==> src/rtl/sid_pkg.sv <==
// ----------------------------------------------------------------------------
// sid_pkg
// Codes, limits and the button code table of the serial input decoder.
// ----------------------------------------------------------------------------
`default_nettype none

package sid_pkg;

  localparam int BUTTONS             = 30;
  localparam int WHEEL_TICKS_PER_REV = 15;
  localparam int BALL_TICKS_PER_REV  = 164;
  localparam int COUNT_W             = 24;

  localparam logic [7:0] ACK_BYTE       = 8'hFC;
  localparam logic [7:0] RELEASE_OFFSET = 8'h30;
  localparam logic [7:0] WHEEL_UP       = 8'hE0;
  localparam logic [7:0] WHEEL_DOWN     = 8'hE1;
  localparam logic [7:0] NORTH_UP       = 8'hF2;
  localparam logic [7:0] NORTH_DOWN     = 8'hF3;
  localparam logic [7:0] EAST_UP        = 8'hF0;
  localparam logic [7:0] EAST_DOWN      = 8'hF1;

  localparam logic [7:0] PRESS_CODE [BUTTONS] = '{
    8'h89, 8'h88, 8'h90, 8'h8e, 8'h8d, 8'h8c, 8'h8b, 8'h8a, 8'h9b, 8'h9a,
    8'h99, 8'h98, 8'h9f, 8'h9e, 8'h9d, 8'h9c, 8'h81, 8'h80, 8'h8f, 8'h86,
    8'h85, 8'h84, 8'h83, 8'h82, 8'ha0, 8'h87, 8'ha1, 8'ha2, 8'h92, 8'h91
  };

  localparam logic [1:0] CFG_POLL    = 2'd0;
  localparam logic [1:0] CFG_SILENCE = 2'd1;
  localparam logic [1:0] CFG_WAIT    = 2'd2;

  localparam logic [1:0] MODE_OUT_RESET = 2'd0;
  localparam logic [1:0] MODE_OUT_WAIT  = 2'd1;
  localparam logic [1:0] MODE_OUT_SYNC  = 2'd2;

  typedef enum logic [2:0] {
    EV_NONE     = 3'd0,
    EV_DECODED  = 3'd1,
    EV_IGNORED  = 3'd2,
    EV_UNKNOWN  = 3'd3,
    EV_NO_REPLY = 3'd4,
    EV_BAD_REPLY = 3'd5,
    EV_SILENCE  = 3'd6
  } event_t;

  typedef enum logic [2:0] {
    MODE_RESET = 3'b001,
    MODE_WAIT  = 3'b010,
    MODE_SYNC  = 3'b100
  } mode_t;

  typedef struct packed {
    logic       press;
    logic       release_hit;
    logic [4:0] btn;
    logic       wheel;
    logic       north;
    logic       east;
    logic       down;
    logic       ignore;
  } dec_t;

endpackage

`default_nettype wire

==> src/rtl/sid_decode.sv <==
// ----------------------------------------------------------------------------
// sid_decode
// Classifies one received byte: button press or release, dial step, ignored, or none.
// ----------------------------------------------------------------------------
`default_nettype none

module sid_decode
  import sid_pkg::*;
(
  input  wire logic [7:0] rx_byte,
  output dec_t            dec
);

  always_comb begin
    dec = '0;
    for (int i = 0; i < BUTTONS; i++) begin
      if (rx_byte == PRESS_CODE[i]) begin
        dec.press = 1'b1;
        dec.btn   = 5'(i);
      end
      if (rx_byte == 8'(PRESS_CODE[i] + RELEASE_OFFSET)) begin
        dec.release_hit = 1'b1;
        dec.btn         = 5'(i);
      end
    end
    case (rx_byte)
      WHEEL_UP: dec.wheel = 1'b1;
      WHEEL_DOWN: begin
        dec.wheel = 1'b1;
        dec.down  = 1'b1;
      end
      NORTH_UP: dec.north = 1'b1;
      NORTH_DOWN: begin
        dec.north = 1'b1;
        dec.down  = 1'b1;
      end
      EAST_UP: dec.east = 1'b1;
      EAST_DOWN: begin
        dec.east = 1'b1;
        dec.down = 1'b1;
      end
      default: dec.ignore = rx_byte inside {8'h00, 8'h10, 8'hFB, 8'hFC, 8'hFD, 8'hFE};
    endcase
  end

endmodule

`default_nettype wire

==> src/rtl/orb_serial_input_decoder_top.sv <==
// ----------------------------------------------------------------------------
// orb_serial_input_decoder_top
// Handshake, button and dial decoder for a byte-per-event serial input device.
// ----------------------------------------------------------------------------
// Each input beat is a received byte (cmd 0) or a millisecond tick (cmd 1) and
// yields exactly one result beat showing the state after that beat. A beat
// waits in the input register until its result is registered on the output;
// one beat is taken every cycle while out_stall holds no result, and
// in_stall rises only while a result is held by out_stall and the input
// register is full. The decode of one beat is a single pass of compare and
// increment logic; the state registers double as the result payload.
`default_nettype none

module orb_serial_input_decoder_top
  import sid_pkg::*;
(
  input  wire logic                clk,
  input  wire logic                rst,
  input  wire logic                cfg_we,
  input  wire logic [1:0]          cfg_index,
  input  wire logic [COUNT_W-1:0]  cfg_data,
  input  wire logic                in_valid,
  output logic                     in_stall,
  input  wire logic                cmd,
  input  wire logic [7:0]          rx_byte,
  output logic                     out_valid,
  input  wire logic                out_stall,
  output logic [BUTTONS-1:0]       button_bits,
  output logic signed [31:0]       wheel_dial,
  output logic signed [31:0]       north_dial,
  output logic signed [31:0]       east_dial,
  output logic signed [4:0]        wheel_level,
  output logic signed [8:0]        north_level,
  output logic signed [8:0]        east_level,
  output logic                     send_request,
  output logic [1:0]               mode,
  output logic [2:0]               event_res
);

  localparam logic signed [4:0] WHEEL_LIM = 5'(WHEEL_TICKS_PER_REV);
  localparam logic signed [8:0] BALL_LIM  = 9'(BALL_TICKS_PER_REV);

  function automatic logic signed [4:0] step_wheel(logic signed [4:0] lvl, logic down);
    if (!down) return (lvl >= WHEEL_LIM) ? WHEEL_LIM : lvl + 5'sd1;
    return (lvl <= -WHEEL_LIM) ? -WHEEL_LIM : lvl - 5'sd1;
  endfunction

  function automatic logic signed [8:0] step_ball(logic signed [8:0] lvl, logic down);
    if (!down) return (lvl >= BALL_LIM) ? BALL_LIM : lvl + 9'sd1;
    return (lvl <= -BALL_LIM) ? -BALL_LIM : lvl - 9'sd1;
  endfunction

  logic [COUNT_W-1:0] poll_ticks;
  logic [COUNT_W-1:0] silence_limit_ticks;
  logic [COUNT_W-1:0] response_wait_ticks;

  logic               s1_valid;
  logic               s1_cmd;
  logic [7:0]         s1_byte;
  logic               advance;

  mode_t              mode_state;
  mode_t              mode_next;
  logic [COUNT_W-1:0] silence_count;
  logic [COUNT_W-1:0] silence_next;
  logic [COUNT_W-1:0] wait_count;
  logic [COUNT_W-1:0] wait_next;
  logic [BUTTONS-1:0] buttons_next;
  logic signed [31:0] wheel_dial_next;
  logic signed [31:0] north_dial_next;
  logic signed [31:0] east_dial_next;
  logic signed [4:0]  wheel_level_next;
  logic signed [8:0]  north_level_next;
  logic signed [8:0]  east_level_next;
  logic               req_next;
  event_t             ev_next;
  dec_t               dec;

  sid_decode u_decode (
    .rx_byte (s1_byte),
    .dec     (dec)
  );

  assign advance  = s1_valid && (!out_valid || !out_stall);
  assign in_stall = s1_valid && !advance;

  always_ff @(posedge clk) begin
    if (rst) begin
      poll_ticks          <= COUNT_W'(5000);
      silence_limit_ticks <= COUNT_W'(10000);
      response_wait_ticks <= COUNT_W'(2000);
    end else if (cfg_we) begin
      case (cfg_index)
        CFG_POLL:    poll_ticks          <= cfg_data;
        CFG_SILENCE: silence_limit_ticks <= cfg_data;
        CFG_WAIT:    response_wait_ticks <= cfg_data;
        default: ;
      endcase
    end
  end

  always_ff @(posedge clk) begin
    if (rst) begin
      s1_valid <= 1'b0;
    end else if (!in_stall) begin
      s1_valid <= in_valid;
    end
  end

  always_ff @(posedge clk) begin
    if (in_valid && !in_stall) begin
      s1_cmd  <= cmd;
      s1_byte <= rx_byte;
    end
  end

  always_comb begin
    mode_next        = mode_state;
    silence_next     = silence_count;
    wait_next        = wait_count;
    buttons_next     = button_bits;
    wheel_dial_next  = wheel_dial;
    north_dial_next  = north_dial;
    east_dial_next   = east_dial;
    wheel_level_next = wheel_level;
    north_level_next = north_level;
    east_level_next  = east_level;
    req_next         = 1'b0;
    ev_next          = EV_NONE;
    case (mode_state)
      MODE_WAIT: begin
        if (s1_cmd) begin
          if (wait_count != '1) wait_next = wait_count + 1'b1;
          if (wait_next >= response_wait_ticks) begin
            mode_next = MODE_RESET;
            ev_next   = EV_NO_REPLY;
          end
        end else if (s1_byte == ACK_BYTE) begin
          mode_next    = MODE_SYNC;
          silence_next = '0;
        end else begin
          mode_next = MODE_RESET;
          ev_next   = EV_BAD_REPLY;
        end
      end
      MODE_SYNC: begin
        if (s1_cmd) begin
          if (silence_count != '1) silence_next = silence_count + 1'b1;
          req_next = silence_next > poll_ticks;
          if (silence_next > silence_limit_ticks) begin
            mode_next = MODE_RESET;
            ev_next   = EV_SILENCE;
          end
        end else begin
          silence_next = '0;
          ev_next      = EV_DECODED;
          if (dec.press) begin
            buttons_next[dec.btn] = 1'b1;
          end else if (dec.release_hit) begin
            buttons_next[dec.btn] = 1'b0;
          end else if (dec.wheel) begin
            wheel_dial_next  = dec.down ? wheel_dial - 32'sd1 : wheel_dial + 32'sd1;
            wheel_level_next = step_wheel(wheel_level, dec.down);
          end else if (dec.north) begin
            north_dial_next  = dec.down ? north_dial - 32'sd1 : north_dial + 32'sd1;
            north_level_next = step_ball(north_level, dec.down);
          end else if (dec.east) begin
            east_dial_next  = dec.down ? east_dial - 32'sd1 : east_dial + 32'sd1;
            east_level_next = step_ball(east_level, dec.down);
          end else if (dec.ignore) begin
            ev_next = EV_IGNORED;
          end else begin
            ev_next   = EV_UNKNOWN;
            mode_next = MODE_RESET;
          end
        end
      end
      default: begin
        if (s1_cmd) begin
          buttons_next     = '0;
          wheel_dial_next  = '0;
          north_dial_next  = '0;
          east_dial_next   = '0;
          wheel_level_next = '0;
          north_level_next = '0;
          east_level_next  = '0;
          req_next         = 1'b1;
          wait_next        = '0;
          mode_next        = MODE_WAIT;
        end
      end
    endcase
  end

  always_ff @(posedge clk) begin
    if (rst) begin
      mode_state    <= MODE_RESET;
      silence_count <= '0;
      wait_count    <= '0;
      button_bits   <= '0;
      wheel_dial    <= '0;
      north_dial    <= '0;
      east_dial     <= '0;
      wheel_level   <= '0;
      north_level   <= '0;
      east_level    <= '0;
      send_request  <= 1'b0;
      event_res     <= EV_NONE;
      out_valid     <= 1'b0;
    end else begin
      if (advance) begin
        mode_state    <= mode_next;
        silence_count <= silence_next;
        wait_count    <= wait_next;
        button_bits   <= buttons_next;
        wheel_dial    <= wheel_dial_next;
        north_dial    <= north_dial_next;
        east_dial     <= east_dial_next;
        wheel_level   <= wheel_level_next;
        north_level   <= north_level_next;
        east_level    <= east_level_next;
        send_request  <= req_next;
        event_res     <= ev_next;
        out_valid     <= 1'b1;
      end else if (!out_stall) begin
        out_valid <= 1'b0;
      end
    end
  end

  always_comb begin
    case (mode_state)
      MODE_WAIT: mode = MODE_OUT_WAIT;
      MODE_SYNC: mode = MODE_OUT_SYNC;
      default:   mode = MODE_OUT_RESET;
    endcase
  end

endmodule

`default_nettype wire

==> config.mk <==
export PLATFORM = sky130hd
export DESIGN_NAME = orb_serial_input_decoder_top
export DESIGN_NICKNAME = d
export VERILOG_FILES = /design/src/rtl/sid_pkg.sv /design/src/rtl/sid_decode.sv /design/src/rtl/orb_serial_input_decoder_top.sv
export SDC_FILE = /design/constraint.sdc
export NUM_CORES = 1
export LEC_CHECK = 0
export BUFFER_PORTS_ARGS = -buffer_cell sky130_fd_sc_hd__buf_4
export CORE_ASPECT_RATIO = 0.5
export CORE_MARGIN = 2
export CORE_UTILIZATION = 23
export CTS_CLUSTER_DIAMETER = 40
export DETAILED_ROUTE_END_ITERATION = 7
export PLACE_DENSITY = 0.48
export SLEW_MARGIN = 25
export SYNTH_ARGS = -nofsm -noshare
export SYNTH_HDL_FRONTEND = slang
export SYNTH_SLANG_ARGS = --single-unit
==> constraint.sdc <==
create_clock -name clk -period 8 [get_ports clk]
set_input_delay 0.4 -clock clk [delete_from_list [all_inputs] [get_ports clk]]
set_output_delay 0.4 -clock clk [all_outputs]
set_load 0.03 [all_outputs]
==> results of run 1 <==
registers in the layout, summed over array words and instances, names as in the netlist, 8 cells and up:
register / cells
north_dial: 32
silence_count: 24
east_dial: 32
wait_count: 24
poll_ticks: 24
wheel_dial: 32
button_bits: 30
east_level: 9
s1_byte: 8
silence_limit_ticks: 24
response_wait_ticks: 24
north_level: 9
through the flow:
stage          setup WS, ns  power, W  cells
2_1_floorplan          1.62   0.00162   2533
3_3_place_gp           2.91   0.00170   3728
3_5_place_dp           2.81   0.00170   3728
4_1_cts                2.81   0.00422   3838
5_1_grt                2.26   0.00431   3838
6_report               2.79   0.00415   3838
repair_timing:
action / in CTS / in global routing
resized for setup: 0 / 0
buffers inserted: 0 / 0
endpoints found under the setup margin: 0 / 0
hold buffers: 11 / 0
hold endpoints to repair: 11 / 0
logic make-up (layout without fill, tap and decap cells):
| group | count (synthesis) | count (layout) | synth area share [%] |
|---|---|---|---|
| simple gates | 907 | 907 | 21.9 |
| compound gates | 765 | 765 | 25.1 |
| flops | 287 | 287 | 30.1 |
| buf+inv | 265 | 454 | 5.20 |
| fa+ha+maj | 181 | 181 | 11.8 |
| xor+xnor | 122 | 122 | 5.52 |
| mux | 6 | 6 | 0.330 |
synth_stat cells, types with 10 or more instances:
cell / count / area, um2
sky130_fd_sc_hd__nor2_1: 282 / 1060
sky130_fd_sc_hd__dfxtp_1: 278 / 5570
sky130_fd_sc_hd__a21oi_1: 265 / 1330
sky130_fd_sc_hd__nand2_1: 265 / 995
sky130_fd_sc_hd__ha_1: 178 / 2230
sky130_fd_sc_hd__inv_1: 128 / 480
sky130_fd_sc_hd__o21ai_0: 125 / 626
sky130_fd_sc_hd__clkbuf_1: 112 / 420
sky130_fd_sc_hd__a22oi_1: 85 / 638
sky130_fd_sc_hd__xnor2_1: 83 / 727
sky130_fd_sc_hd__nand3_1: 81 / 405
sky130_fd_sc_hd__nor3_1: 78 / 390
sky130_fd_sc_hd__a21o_1: 58 / 435
sky130_fd_sc_hd__xor2_1: 39 / 342
sky130_fd_sc_hd__nand4_1: 34 / 213
sky130_fd_sc_hd__o211ai_1: 30 / 225
sky130_fd_sc_hd__a31oi_1: 24 / 150
sky130_fd_sc_hd__and3_1: 24 / 150
sky130_fd_sc_hd__nor2b_1: 22 / 138
sky130_fd_sc_hd__o21a_1: 22 / 165
sky130_fd_sc_hd__or3_1: 21 / 131
sky130_fd_sc_hd__a211oi_1: 20 / 150
sky130_fd_sc_hd__nor4_1: 19 / 119
sky130_fd_sc_hd__o21bai_1: 17 / 128
sky130_fd_sc_hd__o21ai_1: 16 / 80.1
sky130_fd_sc_hd__buf_1: 13 / 48.8
sky130_fd_sc_hd__nand3b_1: 13 / 97.6
sky130_fd_sc_hd__nand2b_1: 12 / 75.1
sky130_fd_sc_hd__buf_2: 10 / 50.1
sky130_fd_sc_hd__o31ai_1: 10 / 75.1
placed cells by master, fill, tap and decap left out, types with 8 or more instances in the layout:
master	n
sky130_fd_sc_hd__nor2b_1	21
sky130_fd_sc_hd__ha_1	178
sky130_fd_sc_hd__a211oi_1	20
sky130_fd_sc_hd__nand3b_1	13
sky130_fd_sc_hd__inv_1	127
sky130_fd_sc_hd__o21ai_0	125
sky130_fd_sc_hd__dfxtp_1	278
sky130_fd_sc_hd__edfxtp_1	9
sky130_fd_sc_hd__nor2_1	279
sky130_fd_sc_hd__nand4_1	34
sky130_fd_sc_hd__bufinv_16	9
sky130_fd_sc_hd__nand2b_1	12
sky130_fd_sc_hd__dlygate4sd3_1	11
sky130_fd_sc_hd__nor3_1	78
sky130_fd_sc_hd__o31ai_1	10
sky130_fd_sc_hd__o21ai_1	16
sky130_fd_sc_hd__or3_1	21
sky130_fd_sc_hd__or4_1	8
sky130_fd_sc_hd__nor4_1	19
sky130_fd_sc_hd__o21bai_1	17
sky130_fd_sc_hd__clkbuf_16	55
sky130_fd_sc_hd__o21a_1	22
sky130_fd_sc_hd__a21oi_1	265
sky130_fd_sc_hd__o211ai_1	30
sky130_fd_sc_hd__nand3_1	80
sky130_fd_sc_hd__xor2_1	39
sky130_fd_sc_hd__xnor2_1	83
sky130_fd_sc_hd__a21o_1	58
sky130_fd_sc_hd__a31oi_1	24
sky130_fd_sc_hd__a2111oi_0	8
sky130_fd_sc_hd__buf_4	211
sky130_fd_sc_hd__and3_1	24
sky130_fd_sc_hd__nand2_1	263
sky130_fd_sc_hd__a22oi_1	85
worst paths after layout:
path / startpoint / end / slack, ns / cells past startpoint
worst max-delay path: s1_byte[3] / east_dial[30] / 2.79 / 18
worst min-delay path: cfg_data[8] / response_wait_ticks[8] / 0.05 / 3
worst max register to register: s1_byte[3] / east_dial[30] / 2.79 / 18
worst min register to register: response_wait_ticks[12] / response_wait_ticks[12] / 0.45 / 2
final cells by class:
| class | count | area share, % |
|---|---|---|
| Clock buffer | 66 | 6.16 |
| Clock inverter | 33 | 1.96 |
| Inverter | 130 | 2.04 |
| Multi-Input combinational cell | 1981 | 52.4 |
| Sequential cell | 287 | 24.3 |
| Tap cell | 1116 | 5.82 |
| Timing Repair Buffer | 225 | 7.29 |
worst register-to-register path, stage by stage, from the launching register on:
cell                        delay [ns]
sky130_fd_sc_hd__edfxtp_1         0.74
sky130_fd_sc_hd__nor2_2           0.46
sky130_fd_sc_hd__nand4_1          0.17
sky130_fd_sc_hd__a21o_1           0.24
sky130_fd_sc_hd__nor2_4           0.29
sky130_fd_sc_hd__buf_4            0.39
sky130_fd_sc_hd__inv_1            0.14
sky130_fd_sc_hd__buf_4            0.28
sky130_fd_sc_hd__fa_1             0.42
sky130_fd_sc_hd__nor2b_1          0.18
sky130_fd_sc_hd__o31a_1           0.21
sky130_fd_sc_hd__o211ai_1         0.17
sky130_fd_sc_hd__o21bai_1         0.33
sky130_fd_sc_hd__a2111oi_0        0.20
sky130_fd_sc_hd__a211o_1          0.30
sky130_fd_sc_hd__o21ai_1          0.23
sky130_fd_sc_hd__a31oi_1          0.13
sky130_fd_sc_hd__mux2i_1          0.17
sky130_fd_sc_hd__nand2_1          0.07
per-layer routing:
| metal | wire length, um | vias to the layer above | track usage (%) |
|---|---|---|---|
| li1 | - | 9454 | - |
| met1 | 27400 | 8657 | 16.9 |
| met2 | 31100 | 257 | 25.1 |
| met3 | 1720 | 86 | 1.88 |
| met4 | 1520 | 0 | 4.19 |
| met5 | 0 | - | 0 |
power breakdown:
part / internal, W / switching (W)
combinational: 0.0000627 / 0.000135
sequential: 0.00146 / 0.0000177
clock: 0.00161 / 0.000868
==> reports/qor.yml, run 1 <==
final.min_clock_period_ns: 5.21
post_synth_edffs: 9
grt_use_total_pct: 13.8
antenna_found_initial: 0
holdCritPathClass: "primary input to flip-flop"
drt.antenna.violating_nets: 0
worstPathBufferInverterCount: 3
finClkSkew_ns: 0.0397
timing.setup.tns_ns: 0
grt_start_max_net_pins: 156
layout.nets: 2900
grt_first_pass_wirelength_mm: 98.4
setup_violating_endpoint_count_in_the_final_report: 0
avg_inst_size_synth_um2: 7.65
synth_async_sr_flop_share_pct: 0
tightest_slew_ns: 1.02
n_fill_cell: 8983
crit_fanout: 32
multi_input_area_um2: 12600
vias_per_cell: 4.81
timing.setup.critical_path_class: "flip-flop to flip-flop"
detail_route.wirelength_mm: 61.8
end_kind: "flip-flop"
cp.required_ns: 8.50
maxCapViolations: 0
clkTransAtPathRegs_ns: 0.06
area_of_the_core_um2: 83600
fp.dieW_um: 414
ctsLongestPathBuffers: 3
wl_per_cell_um: 16.1
post_synth_instance_area_um2: 19400
powerDensity_nw_per_um2: 173
total_of_buffers_placed_on_input_and_output_ports: 196
start_kind: "flip-flop"
cts_sinks: 287
crit_top_cell: "sky130_fd_sc_hd__buf_4"
crit_path_cell_trace: "nor2_2, nand4_1, a21o_1, nor2_4, buf_4, inv_1, buf_4, fa_1, nor2b_1, o31a_1, o211ai_1, o21bai_1, a2111oi_0, a211o_1, o21ai_1, a31oi_1, mux2i_1, nand2_1"
unrepaired_setup_endpoints_after_global_routing: "false"
max-slew-margin-rel_pct: 31.8
timing.hold.ws_ns: 0.0466
finalCoreUtilization_pct: 28.7
cts_max_level: 2
grt_pass1_vias: 17800
detailedRoute.firstIterationViolations: 894
num_antenna_cells: 0
placed_cell_area_um2: 21900
cts-root-buf: "sky130_fd_sc_hd__clkbuf_16"
synth.yosys.warnings: 0
worst_path_max_delay_cell: "sky130_fd_sc_hd__edfxtp_1"
floorplan.initialDensity_pct: 23.2
overflow: 0
number_of_rows_in_the_core_area: 75
area.sequential_um2: 5840
drive_gt1_share_pct: 12.7
final_routed_drc_violation_total: 0
synth_flop_cell: "sky130_fd_sc_hd__dfxtp_1"
ioPinCount: 197
die-height_um: 209
numCtsBuffers: 54
power.leakage_nw: 9.84
vias: 18500
netlist-cell-type-count: 91
fmaxAchievable_mhz: 192
path_delay_family: "compound AO/OA/AOI/OAI gates"
dr.pass1.iters: 5
area_delta_synth_final_pct: 23.8
ir_worst_vdd_v: 0.000153
seq_area_frac_synth_pct: 30.1
tritoncts: "yes"
final-hold-violation-count: 0
slowest_delay_ns: 0.74
globalplace.congestion: 0.847
postSynthCellCount: 2533
synth_fp_nets: 2754
synth-seq-cells: 287
crit_arrival_ns: 5.71
clk_latency_ns: 0.61
slew_violations: 0
design.die.area_um2: 86700
place_hpwl_mm: 44.0
period_share_pct: 65.1
stdcell_area_um2: 24000
status: "completed"
Note: power is estimated with default switching activity, not from simulation.
==> inputs of run 2 (changes only) <==
Settings changed: ABC_AREA set to 1.
Clock period 8 ns to 5.1 ns, I/O delays scaled along.
==> run 2 against run 1 <==
Compared with the run above:
- die area rose by 0.82%
- critical path depth increased by 5
- worst hold slack improved by 0.041 ns
- design area is 1.6% higher
- via count up 5.9%
- combinational power increased by 95%
- setup slack worse by 2.2 ns
- sequential power rose by 58%
- global-route usage increased by 0.40 points
- critical endpoint is now send_request
- largest cell class unchanged
- largest power group unchanged
- highest routed layer unchanged
==> reports/qor.yml, run 2 <==
worst_path_max_delay_cell: "sky130_fd_sc_hd__or3_1"
maxCapViolations: 0  # unchanged
area_delta_synth_final_pct: 24.8
slowest_delay_ns: 0.38  # -0.36 ns
synth.yosys.warnings: 0  # unchanged
most_frequent_cells_after_synthesis: "608 x sky130_fd_sc_hd__nand2_1, 433 x sky130_fd_sc_hd__a21oi_1, 323 x sky130_fd_sc_hd__inv_1, 278 x sky130_fd_sc_hd__dfxtp_1, 223 x sky130_fd_sc_hd__nor2_1"
cts_max_level: 2  # unchanged
cp.required_ns: 5.59  # -2.91 ns
grt_first_pass_wirelength_mm: 101  # +3.0%
hold-path-cell-count: 2  # -1
layout.nets: 3306  # +14%
swShare_pct: 26.5  # +1.9 points
cts_sinks: 287  # unchanged
die-height_um: 210  # +0.41%
grt_pass1_vias: 18300  # +3.0%
synth_flop_cell: "sky130_fd_sc_hd__dfxtp_1"
powerDensity_nw_per_um2: 259  # +50%
internal-power_w: 0.00465  # +48%
timing.reg2reg.setup_slack_ns: 0.55  # -2.25 ns
ioPinCount: 197  # unchanged
synth_fp_nets: 3091  # +12%
power.leakage_nw: 10.4  # +6.0%
setup_violating_endpoint_count_in_the_final_report: 0  # unchanged
fp.dieW_um: 416  # +0.41%
crit_arrival_ns: 5.05  # -0.66 ns
clkTransAtPathRegs_ns: 0.05  # about the same
cts-root-buf: "sky130_fd_sc_hd__clkbuf_16"
detailedRoute.firstIterationViolations: 1156  # +29%
design.die.area_um2: 87400  # +0.82%
worst-r2r-cell-count: 23  # +5
timing.rr.end: "send_request"
detail_route.wirelength_mm: 63.8  # +3.3%
period_share_pct: 89.3  # +24 points
combPwrFrac_pct: 6.1  # +1.3 points
worstHoldEndpoint: "north_dial[25]"
number_of_rows_in_the_core_area: 75  # unchanged
yosys.cell_count.top_type: "sky130_fd_sc_hd__nand2_1"
synth_async_sr_flop_share_pct: 0  # unchanged
synth-seq-cells: 287  # unchanged
dr.pass1.iters: 5  # unchanged
netlist-cell-type-count: 64  # -30%
wl_per_cell_um: 15.0  # -6.6%
timing.setup.critical_path_class: "flip-flop to flip-flop"
synth.area.top_cells: "sky130_fd_sc_hd__dfxtp_1 29%, sky130_fd_sc_hd__nand2_1 12%, sky130_fd_sc_hd__ha_1 11%"
critical_path.reg2reg.startpoint: "silence_count[0]"
final-hold-violation-count: 0  # unchanged
biggestRegsByFlops: "east_dial: 32 flops, north_dial: 32 flops, wheel_dial: 32 flops"
holdCritPathClass: "primary input to flip-flop"
unrepaired_setup_endpoints_after_global_routing: "false"
ctsLongestPathBuffers: 3  # unchanged
drt.antenna.violating_nets: 0  # unchanged
fmaxAchievable_mhz: 220  # +14%
max-slew-margin-rel_pct: 36.0  # +4.2 points
antenna_found_initial: 1  # +1
crit_path_cell_trace: "ha_1, nand2_1, nor3_1, nand2_1, nor3_1, nand2_1, inv_1, nor2_1, inv_1, nor2_1, nand4_1, nor2_1, nand3_1, xor2_1, ha_1, nand4_1, or3_1, nor4_1, a21oi_1, o21ai_0, o21ai_0, nand3_1, a21oi_1"
timing.hold.ws_ns: 0.0873  # +0.0407 ns
tightest_slew_ns: 0.958  # -0.0614 ns
area_of_the_core_um2: 84000  # +0.45%
post_synth_edffs: 9  # unchanged
yosysTopAreaCellShare_pct: 28.5  # -0.24 points
status: "completed"
start_kind: "flip-flop"
slew_violations: 0  # unchanged
seq_area_frac_synth_pct: 29.9  # -0.25 points
post_synth_instance_area_um2: 19500  # +0.83%
final.min_clock_period_ns: 4.55  # -0.652 ns
postSynthCellCount: 2870  # +13%
vias: 19500  # +5.9%
end_kind: "flip-flop"
crit_fanout: 6  # -81%
globalplace.congestion: 0.898  # +6.0%
commonest_non_fill_non_tap_cells_in_the_layout: "608 x sky130_fd_sc_hd__nand2_1, 433 x sky130_fd_sc_hd__a21oi_1, 322 x sky130_fd_sc_hd__inv_1, 278 x sky130_fd_sc_hd__dfxtp_1, 221 x sky130_fd_sc_hd__nor2_1"
avg_inst_size_synth_um2: 6.80  # -11%
switching_power_w: 0.00167  # +64%
place_hpwl_mm: 47.8  # +8.7%
grt_start_max_net_pins: 77  # -51%
overflow: 0  # unchanged
clk_latency_ns: 0.64  # +0.03 ns
grt_use_total_pct: 14.2  # +0.40 points
ir_worst_vdd_v: 0.000263  # +72%
hold_path_startpoint: "rst"
timing.setup.tns_ns: 0  # unchanged
power.share.clock_pct: 57.2  # -2.5 points
tritoncts: "yes"
numCtsBuffers: 52  # -3.7%
final_routed_drc_violation_total: 0  # unchanged
synth.largest_area_cell: "sky130_fd_sc_hd__dfxtp_1"
vias_per_cell: 4.60  # -4.3%
drive_gt1_share_pct: 11.6  # -1.0 points
commonest_non_fill_non_tap_cell_in_the_layout: "sky130_fd_sc_hd__nand2_1"
total_of_buffers_placed_on_input_and_output_ports: 196  # unchanged
floorplan.initialDensity_pct: 23.2  # +0.087 points
power.share.sequential_pct: 36.7  # +1.2 points
finClkSkew_ns: 0.0586  # +0.0188 ns
post-cts-setup-buffers: 0  # unchanged
-- run 2: cell types whose count changed after synthesis, moves of 18 or more --
cell / delta
sky130_fd_sc_hd__nand3_1: +38
sky130_fd_sc_hd__nor2b_1: -22
sky130_fd_sc_hd__nor2_1: -59
sky130_fd_sc_hd__inv_1: +195
sky130_fd_sc_hd__and3_1: -21
sky130_fd_sc_hd__xnor2_1: -58
sky130_fd_sc_hd__a22oi_1: -68
sky130_fd_sc_hd__o21a_1: -18
sky130_fd_sc_hd__nand2_1: +343
sky130_fd_sc_hd__a21oi_1: +168
sky130_fd_sc_hd__clkbuf_1: -45
sky130_fd_sc_hd__a21o_1: -42
sky130_fd_sc_hd__or3_1: -18
sky130_fd_sc_hd__o21ai_0: +68
-- run 2: worst max path at each step --
stage,from,to,slack (ns),depth (start not counted)
CTS,silence_count[0],send_request,0.54,23
floorplan,s1_byte[3],north_dial[22],0.51,22
finish,silence_count[0],send_request,0.55,23
global placement,silence_count[0],send_request,0.55,24
global route,s1_byte[3],wheel_dial[18],0.07,21
detailed placement,silence_count[0],send_request,0.55,23
-- run 2: metal layers --
| metal | vias up | routed length [um] | GRT usage [%] |
|---|---|---|---|
| li1 | 10200 | - | - |
| met4 | 0 | 1610 | 4.45 |
| met1 | 8973 | 29100 | 17.9 |
| met5 | - | 0 | 0 |
| met2 | 297 | 31000 | 25.1 |
| met3 | 98 | 2090 | 2.05 |
-- run 2: worst max-delay path: cells and delay by family (launching register included) --
family,cells,cell delay [ns]
simple gates,14,2.48
compound gates,4,0.58
fa+ha+maj,2,0.58
flops,1,0.36
buf+inv,2,0.21
xor+xnor,1,0.19
-- run 2: through the flow --
stage | instances | area [um2] | setup slack [ns] | total power (W) | util (%)
final | 4245 | 24400 | 0.547 | 0.00632 | 29.0
after global routing | 4245 | 24400 | 0.0688 | 0.00659 | 29.0
after CTS | 4244 | 24400 | 0.536 | 0.00645 | 29.0
after detailed placement | 4112 | 22200 | 0.553 | 0.00274 | 26.4
after global placement | 4112 | 22200 | 0.552 | 0.00273 | 26.4
after floorplan | 2870 | 19500 | 0.508 | 0.00260 | -
-- run 2: area by class of cell --
type                       instances  area, um2
tap                             1116       1400
fill                            9145      59600
inverter                         337       1270
clock inverter                    34        414
antenna                            1       2.50
sequential                       287       5840
timing repair buffer             249       1970
clock buffer                      63       1410
multi-input combinational       2158      12100
-- run 2: repair_timing --
action,CTS,global route
hold buffers,35,0
hold endpoints to repair,80,0
gates resized for setup,0,0
-- run 2: power groups by stage --
stage               clock (W)  sequential [W]  combinational, W
floorplan                   0         0.00237          0.000232
global placement            0         0.00237          0.000365
detailed placement          0         0.00237          0.000367
CTS                   0.00373         0.00232          0.000392
global route          0.00383         0.00232          0.000435
finish                0.00362         0.00232          0.000386
-- run 2: cell families (layout without fill, tap and decap cells) --
group | Yosys count | count (layout) | synth area share [%]
AOI/OAI and AO/OA | 800 | 800 | 22.8
xor gates and xnor gates | 77 | 77 | 3.45
adders and majority gates | 181 | 181 | 11.7
buffers and inverters | 425 | 683 | 8.36
DFF | 287 | 287 | 29.9
muxes | 2 | 2 | 0.103
other | 0 | 1 | 0
and+or+nand+nor | 1098 | 1098 | 23.7
